`src/hdl/ac_sample_filter_peak_meter_unit_macros.svh`:
```
// assertion macros used by the filter and peak meter top level
`ifndef AC_SAMPLE_FILTER_PEAK_METER_UNIT_MACROS_SVH
`define AC_SAMPLE_FILTER_PEAK_METER_UNIT_MACROS_SVH

// same-cycle implication
`define ACSFPM_ASSERT_IMPL(name, clk, rstn, ante, cons) \
  name: assert property (@(posedge clk) disable iff (!rstn) (ante) |-> (cons)) \
    else $error("acsfpm: same-cycle property failed");

// next-cycle implication
`define ACSFPM_ASSERT_NEXT(name, clk, rstn, ante, cons) \
  name: assert property (@(posedge clk) disable iff (!rstn) (ante) |=> (cons)) \
    else $error("acsfpm: next-cycle property failed");

`endif

```
`src/hdl/acsfpm_pkg.sv`:
```
// types and constants of the sample filter and peak meter
package acsfpm_pkg;

  localparam int SAMPLE_BITS   = 12;
  localparam int ACC_BITS      = SAMPLE_BITS + 16;
  localparam int SHIFT_BITS    = 4;
  localparam int WLEN_BITS     = 15;
  localparam int CFG_DATA_BITS = 15;
  localparam int CFG_IDX_BITS  = 1;
  localparam int COUNT_BITS    = 16;
  localparam int MM_BITS       = 16;
  localparam int MV_BITS       = 13;
  localparam int RMS_BITS      = 10;
  localparam int VAC_BITS      = 10;

  localparam logic [CFG_IDX_BITS-1:0] CFG_FILTER_SHIFT  = 1'd0;
  localparam logic [CFG_IDX_BITS-1:0] CFG_WINDOW_LENGTH = 1'd1;

  localparam logic [SHIFT_BITS-1:0] SHIFT_RESET = 4'd3;
  localparam logic [WLEN_BITS-1:0]  WLEN_RESET  = 15'd1000;

  localparam logic [SAMPLE_BITS-1:0] SAMPLE_MAX = '1;
  localparam logic [SAMPLE_BITS-1:0] PEAK_MAX   = SAMPLE_BITS'(2 ** (SAMPLE_BITS - 1));

  localparam logic signed [MM_BITS-1:0] ARM_MIN = 16'sd32000;
  localparam logic signed [MM_BITS-1:0] ARM_MAX = -16'sd32000;

  // input millivolts: trunc(peak * 2900 / 4096) * 2
  localparam int VIN_MUL_BITS = 12;
  localparam int VIN_SHIFT    = 12;
  localparam logic [VIN_MUL_BITS-1:0] VIN_MUL = 12'd2900;

  // constant division by rounded-up reciprocal, exact over the value range
  localparam longint VRMS_NUM      = 1000;
  localparam longint VRMS_DEN      = 7327;
  localparam int     VRMS_K        = 26;
  localparam int     VRMS_MUL_BITS = 24;
  localparam logic [VRMS_MUL_BITS-1:0] VRMS_MUL =
    VRMS_MUL_BITS'(((64'd1 << VRMS_K) * VRMS_NUM + VRMS_DEN - 1) / VRMS_DEN);

  localparam longint VAC_NUM      = 1000;
  localparam longint VAC_DEN      = 1400;
  localparam int     VAC_K        = 13;
  localparam int     VAC_MUL_BITS = 13;
  localparam logic [VAC_MUL_BITS-1:0] VAC_MUL =
    VAC_MUL_BITS'(((64'd1 << VAC_K) * VAC_NUM + VAC_DEN - 1) / VAC_DEN);

  localparam longint CUR_NUM      = 1000;
  localparam longint CUR_DEN      = 1008;
  localparam int     CUR_K        = 19;
  localparam int     CUR_MUL_BITS = 20;
  localparam logic [CUR_MUL_BITS-1:0] CUR_MUL =
    CUR_MUL_BITS'(((64'd1 << CUR_K) * CUR_NUM + CUR_DEN - 1) / CUR_DEN);

  typedef struct packed {
    logic [SAMPLE_BITS-1:0] sample_ch0;
    logic [SAMPLE_BITS-1:0] sample_ch1;
    logic [SAMPLE_BITS-1:0] sample_ch2;
    logic [SAMPLE_BITS-1:0] sample_ch3;
  } in_beat_t;

  typedef struct packed {
    logic [SAMPLE_BITS-1:0] filtered_ch0;
    logic [SAMPLE_BITS-1:0] filtered_ch1;
    logic [SAMPLE_BITS-1:0] filtered_ch2;
    logic [SAMPLE_BITS-1:0] filtered_ch3;
    logic [SAMPLE_BITS-1:0] volt_midpoint;
    logic [SAMPLE_BITS-1:0] volt_peak;
    logic [MV_BITS-1:0]     volt_in_mv;
    logic [RMS_BITS-1:0]    volt_rms;
    logic [VAC_BITS-1:0]    volt_ac;
    logic [SAMPLE_BITS-1:0] curr_midpoint;
    logic [SAMPLE_BITS-1:0] curr_peak;
    logic [SAMPLE_BITS-1:0] current_value;
  } out_beat_t;

  typedef struct packed {
    logic [SAMPLE_BITS-1:0] mid;
    logic [SAMPLE_BITS-1:0] peak;
  } trk_result_t;

endpackage

```
`src/hdl/ac_sample_filter_peak_meter_unit.sv`:
```
// top level: four-channel moving average, peak meters and scaled readings
// throughput: one beat per cycle, set by the five-register pipeline with bubble
// collapse, while out_ready_i does not hold back a full pipeline
// stages: filter, trackers, two constant multiplies, then one multiply per later stage
// reset: accumulators and latched readings cleared, trackers re-armed, pipeline empty,
// filter_shift = 3 and window_length = 1000
`include "ac_sample_filter_peak_meter_unit_macros.svh"

module ac_sample_filter_peak_meter_unit (
  input  logic                                 clk_i,
  input  logic                                 rst_ni,
  input  logic                                 in_valid_i,
  output logic                                 in_ready_o,
  input  acsfpm_pkg::in_beat_t                 in_data_i,
  output logic                                 out_valid_o,
  input  logic                                 out_ready_i,
  output acsfpm_pkg::out_beat_t                out_data_o,
  input  logic                                 cfg_we_i,
  input  logic [acsfpm_pkg::CFG_IDX_BITS-1:0]  cfg_index_i,
  input  logic [acsfpm_pkg::CFG_DATA_BITS-1:0] cfg_wdata_i
);
  import acsfpm_pkg::*;

  localparam int NUM_STAGES = 5;

  logic [SHIFT_BITS-1:0]  shift_q;
  logic [WLEN_BITS-1:0]   wlen_q;
  logic [NUM_STAGES-1:0]  v_q, ld;
  logic                   in_fire, trk_en;
  logic [SAMPLE_BITS-1:0] filt [4];
  trk_result_t            volt_res, curr_res;

  out_beat_t s0_q, s0_d, s1_q, s1_d, s2_q, s2_d, s3_q, s3_d, s4_q, s4_d;

  logic [SAMPLE_BITS+VIN_MUL_BITS-1:0] vin_prod;
  logic [SAMPLE_BITS+CUR_MUL_BITS-1:0] cur_prod;
  logic [MV_BITS+VRMS_MUL_BITS-1:0]    vrms_prod;
  logic [RMS_BITS+VAC_MUL_BITS-1:0]    vac_prod;

  // config writes
  always_ff @(posedge clk_i or negedge rst_ni) begin
    if (!rst_ni) begin
      shift_q <= SHIFT_RESET;
      wlen_q  <= WLEN_RESET;
    end else if (cfg_we_i) begin
      unique case (cfg_index_i)
        CFG_FILTER_SHIFT:  shift_q <= cfg_wdata_i[SHIFT_BITS-1:0];
        CFG_WINDOW_LENGTH: wlen_q  <= cfg_wdata_i[WLEN_BITS-1:0];
      endcase
    end
  end

  // stage load enables
  always_comb begin
    ld[NUM_STAGES-1] = !v_q[NUM_STAGES-1] || out_ready_i;
    for (int k = NUM_STAGES - 2; k >= 0; k--) begin
      ld[k] = !v_q[k] || ld[k+1];
    end
  end

  assign in_ready_o = ld[0];
  assign in_fire    = in_valid_i && ld[0];
  assign trk_en     = v_q[0] && ld[1];

  always_ff @(posedge clk_i or negedge rst_ni) begin
    if (!rst_ni) begin
      v_q <= '0;
    end else begin
      if (ld[0]) begin
        v_q[0] <= in_valid_i;
      end
      for (int k = 1; k < NUM_STAGES; k++) begin
        if (ld[k]) begin
          v_q[k] <= v_q[k-1];
        end
      end
    end
  end

  acsfpm_ema u_ema0 (
    .clk_i, .rst_ni, .en_i(in_fire), .sample_i(in_data_i.sample_ch0),
    .shift_i(shift_q), .filt_o(filt[0])
  );
  acsfpm_ema u_ema1 (
    .clk_i, .rst_ni, .en_i(in_fire), .sample_i(in_data_i.sample_ch1),
    .shift_i(shift_q), .filt_o(filt[1])
  );
  acsfpm_ema u_ema2 (
    .clk_i, .rst_ni, .en_i(in_fire), .sample_i(in_data_i.sample_ch2),
    .shift_i(shift_q), .filt_o(filt[2])
  );
  acsfpm_ema u_ema3 (
    .clk_i, .rst_ni, .en_i(in_fire), .sample_i(in_data_i.sample_ch3),
    .shift_i(shift_q), .filt_o(filt[3])
  );

  acsfpm_trk u_trk_volt (
    .clk_i, .rst_ni, .en_i(trk_en), .value_i(s0_q.filtered_ch3),
    .window_len_i(wlen_q), .res_o(volt_res)
  );
  acsfpm_trk u_trk_curr (
    .clk_i, .rst_ni, .en_i(trk_en), .value_i(s0_q.filtered_ch2),
    .window_len_i(wlen_q), .res_o(curr_res)
  );

  assign vin_prod  = (SAMPLE_BITS+VIN_MUL_BITS)'(s1_q.volt_peak)
                   * (SAMPLE_BITS+VIN_MUL_BITS)'(VIN_MUL);
  assign cur_prod  = (SAMPLE_BITS+CUR_MUL_BITS)'(s1_q.curr_peak)
                   * (SAMPLE_BITS+CUR_MUL_BITS)'(CUR_MUL);
  assign vrms_prod = (MV_BITS+VRMS_MUL_BITS)'(s2_q.volt_in_mv)
                   * (MV_BITS+VRMS_MUL_BITS)'(VRMS_MUL);
  assign vac_prod  = (RMS_BITS+VAC_MUL_BITS)'(s3_q.volt_rms)
                   * (RMS_BITS+VAC_MUL_BITS)'(VAC_MUL);

  always_comb begin
    s0_d              = '0;
    s0_d.filtered_ch0 = filt[0];
    s0_d.filtered_ch1 = filt[1];
    s0_d.filtered_ch2 = filt[2];
    s0_d.filtered_ch3 = filt[3];

    s1_d               = s0_q;
    s1_d.volt_midpoint = volt_res.mid;
    s1_d.volt_peak     = volt_res.peak;
    s1_d.curr_midpoint = curr_res.mid;
    s1_d.curr_peak     = curr_res.peak;

    s2_d               = s1_q;
    s2_d.volt_in_mv    = {vin_prod[VIN_SHIFT +: SAMPLE_BITS], 1'b0};
    s2_d.current_value = cur_prod[CUR_K +: SAMPLE_BITS];

    s3_d          = s2_q;
    s3_d.volt_rms = vrms_prod[VRMS_K +: RMS_BITS];

    s4_d         = s3_q;
    s4_d.volt_ac = vac_prod[VAC_K +: VAC_BITS];
  end

  always_ff @(posedge clk_i) begin
    if (ld[0]) begin
      s0_q <= s0_d;
    end
    if (ld[1]) begin
      s1_q <= s1_d;
    end
    if (ld[2]) begin
      s2_q <= s2_d;
    end
    if (ld[3]) begin
      s3_q <= s3_d;
    end
    if (ld[4]) begin
      s4_q <= s4_d;
    end
  end

  assign out_valid_o = v_q[NUM_STAGES-1];
  assign out_data_o  = s4_q;

  `ACSFPM_ASSERT_IMPL(a_ready_when_drained, clk_i, rst_ni, !v_q[NUM_STAGES-1], in_ready_o)
  `ACSFPM_ASSERT_NEXT(a_out_fill, clk_i, rst_ni, v_q[NUM_STAGES-2] && ld[NUM_STAGES-1], out_valid_o)
  `ACSFPM_ASSERT_IMPL(a_peak_bound, clk_i, rst_ni, out_valid_o, (out_data_o.volt_peak <= PEAK_MAX) && (out_data_o.curr_peak <= PEAK_MAX))
  `ACSFPM_ASSERT_IMPL(a_scale_order, clk_i, rst_ni, out_valid_o, (out_data_o.volt_ac <= out_data_o.volt_rms) && (out_data_o.current_value <= out_data_o.curr_peak))

endmodule

```
`src/hdl/acsfpm_ema.sv`:
```
// shift-based exponential moving average for one channel
module acsfpm_ema (
  input  logic                               clk_i,
  input  logic                               rst_ni,
  input  logic                               en_i,
  input  logic [acsfpm_pkg::SAMPLE_BITS-1:0] sample_i,
  input  logic [acsfpm_pkg::SHIFT_BITS-1:0]  shift_i,
  output logic [acsfpm_pkg::SAMPLE_BITS-1:0] filt_o
);
  import acsfpm_pkg::*;

  logic [ACC_BITS-1:0] acc_q, acc_d, shifted;

  always_comb begin
    acc_d   = acc_q - (acc_q >> shift_i) + ACC_BITS'(sample_i);
    shifted = acc_d >> shift_i;
    if (shifted > ACC_BITS'(SAMPLE_MAX)) begin
      filt_o = SAMPLE_MAX;
    end else begin
      filt_o = shifted[SAMPLE_BITS-1:0];
    end
  end

  always_ff @(posedge clk_i or negedge rst_ni) begin
    if (!rst_ni) begin
      acc_q <= '0;
    end else if (en_i) begin
      acc_q <= acc_d;
    end
  end

endmodule

```
`src/hdl/acsfpm_trk.sv`:
```
// windowed min/max tracker latching midpoint and peak
module acsfpm_trk (
  input  logic                               clk_i,
  input  logic                               rst_ni,
  input  logic                               en_i,
  input  logic [acsfpm_pkg::SAMPLE_BITS-1:0] value_i,
  input  logic [acsfpm_pkg::WLEN_BITS-1:0]   window_len_i,
  output acsfpm_pkg::trk_result_t            res_o
);
  import acsfpm_pkg::*;

  logic signed [MM_BITS-1:0] min_q, min_d, max_q, max_d;
  logic signed [MM_BITS-1:0] val_s, min_n, max_n, sum;
  logic [COUNT_BITS-1:0]     count_q, count_d;
  logic [SAMPLE_BITS-1:0]    mid_n, peak_n;
  logic                      close;
  trk_result_t               res_q, res_d;

  always_comb begin
    val_s  = $signed({{(MM_BITS - SAMPLE_BITS){1'b0}}, value_i});
    min_n  = (val_s < min_q) ? val_s : min_q;
    max_n  = (val_s > max_q) ? val_s : max_q;
    sum    = min_n + max_n;
    mid_n  = sum[SAMPLE_BITS:1];
    peak_n = max_n[SAMPLE_BITS-1:0] - mid_n;
    close  = count_q > COUNT_BITS'(window_len_i);

    min_d   = min_q;
    max_d   = max_q;
    count_d = count_q;
    res_d   = res_q;
    if (en_i) begin
      min_d   = min_n;
      max_d   = max_n;
      count_d = count_q + 1'b1;
      if (close) begin
        res_d.mid  = mid_n;
        res_d.peak = peak_n;
        min_d      = ARM_MIN;
        max_d      = ARM_MAX;
        count_d    = '0;
      end
    end
  end

  assign res_o = res_d;

  always_ff @(posedge clk_i or negedge rst_ni) begin
    if (!rst_ni) begin
      min_q   <= ARM_MIN;
      max_q   <= ARM_MAX;
      count_q <= '0;
      res_q   <= '0;
    end else begin
      min_q   <= min_d;
      max_q   <= max_d;
      count_q <= count_d;
      res_q   <= res_d;
    end
  end

endmodule

```
`config.mk`:
```
export PLATFORM = sky130hd
export DESIGN_NAME = ac_sample_filter_peak_meter_unit
export DESIGN_NICKNAME = d
export VERILOG_FILES = /design/src/hdl/acsfpm_pkg.sv /design/src/hdl/ac_sample_filter_peak_meter_unit.sv /design/src/hdl/acsfpm_ema.sv /design/src/hdl/acsfpm_trk.sv
export VERILOG_INCLUDE_DIRS = /design/src /design/src/hdl
export SDC_FILE = /design/constraint.sdc
export NUM_CORES = 2
export LEC_CHECK = 0
export ABC_AREA = 1
export BUFFER_PORTS_ARGS = -buffer_cell sky130_fd_sc_hd__clkbuf_2
export CORE_MARGIN = 1.5
export CORE_UTILIZATION = 31
export CTS_BUF_LIST = sky130_fd_sc_hd__clkbuf_4 sky130_fd_sc_hd__clkbuf_8
export DETAILED_ROUTE_END_ITERATION = 7
export SYNTH_ARGS = -nofsm -noshare
export SYNTH_HDL_FRONTEND = slang
export SYNTH_HIERARCHICAL = 1
export SYNTH_SLANG_ARGS = --single-unit
```
`constraint.sdc`:
```
create_clock -name clk_i -period 42.9 [get_ports clk_i]
set_input_delay 10.725 -clock clk_i [delete_from_list [all_inputs] [get_ports clk_i]]
set_output_delay 10.725 -clock clk_i [all_outputs]
set_load 0.005 [all_outputs]
```
==> flow_metrics.py <==
metrics = {
    "timing": {
        "clock-skew-final_ns": 0.05970,
        "rsz0062_at_grt": "no",
        "worst_pin_slew_ns": 1.063,
        "fmax_ghz": 0.04144,
        "slew_headroom_pct": 29.15,
        "finalCritPeriodShare_pct": 56.25,
        "finalSetupViolCount": 0,
        "fin_crit_ns": 24.13,
        "tns_ns": 0,
        "hold_viol": 0,
        "finalMaxSlewViolations": 0,
    },
    "clocking": {
        "hold_buffers": 0,
        "clk_latency_ns": 0.89,
        "cts_tree": "built",
        "cts_setup_buffers": 0,
        "clock_sink_count": 806,
        "cts_resized": 0,
        "cts-root-buf": "clkbuf_8",
        "numCtsBuffers": 149,
        "ctsHtreeMaxLevel": 4,
        "cts_buffer_depth": 3,
        "clk_pin_slew_worst_paths_ns": 0.06,
    },
    "finish": {
        "drive_above_1_share_pct": 8.523,
        "syn_to_final_growth_pct": 10.87,
        "final_area_um2": 71390,
        "fin_nets": 9237,
    },
    "setup_path": {
        "worstReg2RegStart": "shift_q[0]",
        "critPathCapture": "in_ready_o",
        "cp_max_fo": 71,
        "worstSetupPathDepth": 10,
        "critPathMaxStageDelay_ns": 0.43,
        "rr_endpoint": "s0_q[106]",
        "critPathTopFamily": "simple AND/OR/NAND/NOR gates",
        "crit_chain": "clkbuf_2 -> nor2_1 -> inv_6 -> nor2_1 -> inv_6 -> nor2_2 -> nand2_4 -> nor2_1 -> inv_2 -> clkbuf_2",
        "arrival_ns": 13.41,
        "required_ns": 32.17,
        "crit_buf_inv": 5,
        "worst_setup_path_start_kind": "input pin",
        "endpoint_kind": "output pin",
        "r2r.worst_path.cells": 24,
        "crit_type": "input pin to output pin",
        "r2r_slack_ns": 35.71,
        "critPathLaunch": "out_ready_i",
        "crit_slowest_cell": "nand2_4",
        "path_common_cell": "nor2_1",
    },
    "global_routing": {
        "grt_antenna_before_repair": 4,
        "grt_pass1_wl_um": 283400,
        "gr-total-overflow": 0,
        "grt_start_max_net_pins": 144,
        "grt_usage_pct": 16.98,
        "grt_pass1_vias": 51718,
    },
    "floorplanning": {
        "fp.dieW_um": 458.8,
        "core_um2": 206900,
        "initial_core_util_pct": 31.13,
        "row_count": 167,
        "num_io_pins": 212,
        "die_y_um": 458.8,
        "die-area_um2": 210500,
    },
    "synth": {
        "synth_edf_count": 534,
        "synth_area_leaders": "edfxtp_1, nand2_1, ha_1",
        "syn_inst": 8120,
        "ys_types": 63,
        "yosys.area.top_type": "edfxtp_1",
        "synthArstFlopShare_pct": 33.75,
        "syn_area_um2": 64390,
        "synth_seq_area_share_pct": 35.52,
        "ys.flop_type": "edfxtp_1",
        "ys_warn_count": 6,
        "synth_seq_cells": 806,
        "syn_nets": 9058,
        "yosysTopAreaCellShare_pct": 24.90,
        "syn_avg_cell_area_um2": 7.930,
    },
    "detailed_routing": {
        "wl_per_cell_um": 16.20,
        "first_pass_iters": 6,
        "highest_layer": "met4",
        "wl_met2_um": 85690,
        "vias": 53140,
        "wl_met3_um": 8805,
        "ant_nets": 0,
        "drt-initial-drc-count": 4364,
        "routed_via_density": 4.775,
        "drt_wl_total_um": 180300,
        "drt-met1-wl_um": 81980,
        "drc": 0,
    },
    "place": {
        "port_buffers": 210,
        "hpwlAfterDp_um": 141400,
        "place_congestion": 0.9061,
        "placed_area_um2": 68280,
    },
    "hold_path": {
        "min_from": "s2_q[126]",
        "hold_class": "flip-flop to flip-flop",
    },
    "flow_run": {
        "drv_cap": 0,
    },
    "outcome": {
        "status": "complete, no violations",
    },
}
synthesized netlist by cell type (33+ instances only):
master / count
xnor2_1: 37
nor2_1: 379
dfrtp_1: 248
xor2_1: 71
fa_1: 287
inv_2: 54
o21ai_1: 40
inv_1: 1394
clkbuf_1: 122
a31oi_1: 58
nor2_2: 37
nand2_1: 2352
nand4_1: 38
buf_2: 33
nor3_1: 34
o211ai_1: 62
o21ai_0: 494
a21oi_1: 234
buf_1: 52
ha_1: 582
edfxtp_1: 534
nand3_1: 648
area by class of cell:
| cell class | instances | area [µm²] |
|---|---|---|
| Fill cell | 21646 | 135500 |
| Inverter | 1454 | 5473 |
| Timing Repair Buffer | 244 | 1354 |
| Antenna cell | 1 | 2.502 |
| Clock inverter | 70 | 558.0 |
| Multi-Input combinational cell | 5644 | 35180 |
| Clock buffer | 206 | 2547 |
| Sequential cell | 806 | 22890 |
| Tap cell | 2704 | 3383 |
logic make-up (layout without fill, tap and decap cells):
group           Yosys count  after routing  share of synthesized area [%]
compound gates         1001           1001                          8.593
simple gates           3624           3624                          23.60
xor+xnor                112            112                          1.570
other cells               1              2                       0.005824
flops                   806            806                          35.52
buf+inv                1670           1974                          9.881
mux                      37             37                         0.5965
fa+ha+maj               869            869                          20.23
state kept, by name, indices dropped and copies added, names as in the netlist:
register	flops
s3_q	130
u_trk_volt/max_q	14
u_trk_curr/max_q	14
s0_q	48
s2_q	120
u_ema2/acc_q	28
u_ema0/acc_q	28
u_trk_volt/count_q	16
v_q	5
u_trk_volt/res_q	24
shift_q	4
u_ema3/acc_q	28
u_trk_curr/count_q	16
u_trk_volt/min_q	14
u_trk_curr/res_q	24
out_data_o	140
wlen_q	15
s1_q	96
u_ema1/acc_q	28
u_trk_curr/min_q	14
worst register-to-register path: cells and delay by family, from the launching register on:
| kind | cells | cell delay, ns |
|---|---|---|
| AOI/OAI and AO/OA | 3 | 1.24 |
| DFF | 1 | 0.96 |
| muxes | 1 | 0.16 |
| buffers and inverters | 4 | 1.72 |
| and+or+nand+nor | 14 | 1.88 |
| adders and majority gates | 2 | 0.92 |
per-stage QoR:
| stage | worst slack, ns | hold WS, ns | instances | utilization (%) |
|---|---|---|---|---|
| floorplan | 13.67 | 0.4003 | 8120 | - |
| global placement | 18.69 | 0.4010 | 10852 | 33.01 |
| detailed placement | 18.63 | 0.4045 | 10852 | 33.01 |
| CTS | 18.62 | 0.4021 | 11128 | 34.51 |
| global route | 18.42 | 0.4170 | 11129 | 34.51 |
| finish | 18.77 | 0.4029 | 11129 | 34.51 |
worst min-delay path by stage:
stage | endpoint | slack (ns) | cells after the start
2_1_floorplan | out_data_o[0] | 0.40 | 0
3_3_place_gp | s2_q[137] | 0.40 | 0
6_report | s3_q[126] | 0.40 | 0
4_1_cts | s3_q[14] | 0.40 | 0
5_1_grt | s3_q[109] | 0.42 | 0
3_5_place_dp | out_data_o[108] | 0.40 | 0
cell usage in the layout, fill, tap and decap left out, types with 40 or more instances in the layout:
master	n
a21oi_1	233
a31oi_1	58
clkbuf_2	209
clkbuf_4	46
clkbuf_8	160
dfrtp_1	246
edfxtp_1	534
fa_1	287
ha_1	582
inv_1	1391
inv_2	54
nand2_1	2351
nand3_1	648
nor2_1	378
o211ai_1	62
o21ai_0	494
o21ai_1	40
xor2_1	71
layer usage:
metal | GRT usage, % | vias to the layer above
met5 | 0 | -
met4 | 4.329 | 0
met3 | 2.390 | 228
met2 | 28.66 | 1401
met1 | 22.71 | 24968
li1 | - | 26543
Power is left out: the tool's default activity adds up to more than one toggle a clock period on the data nets, which glitch-free logic cannot reach.
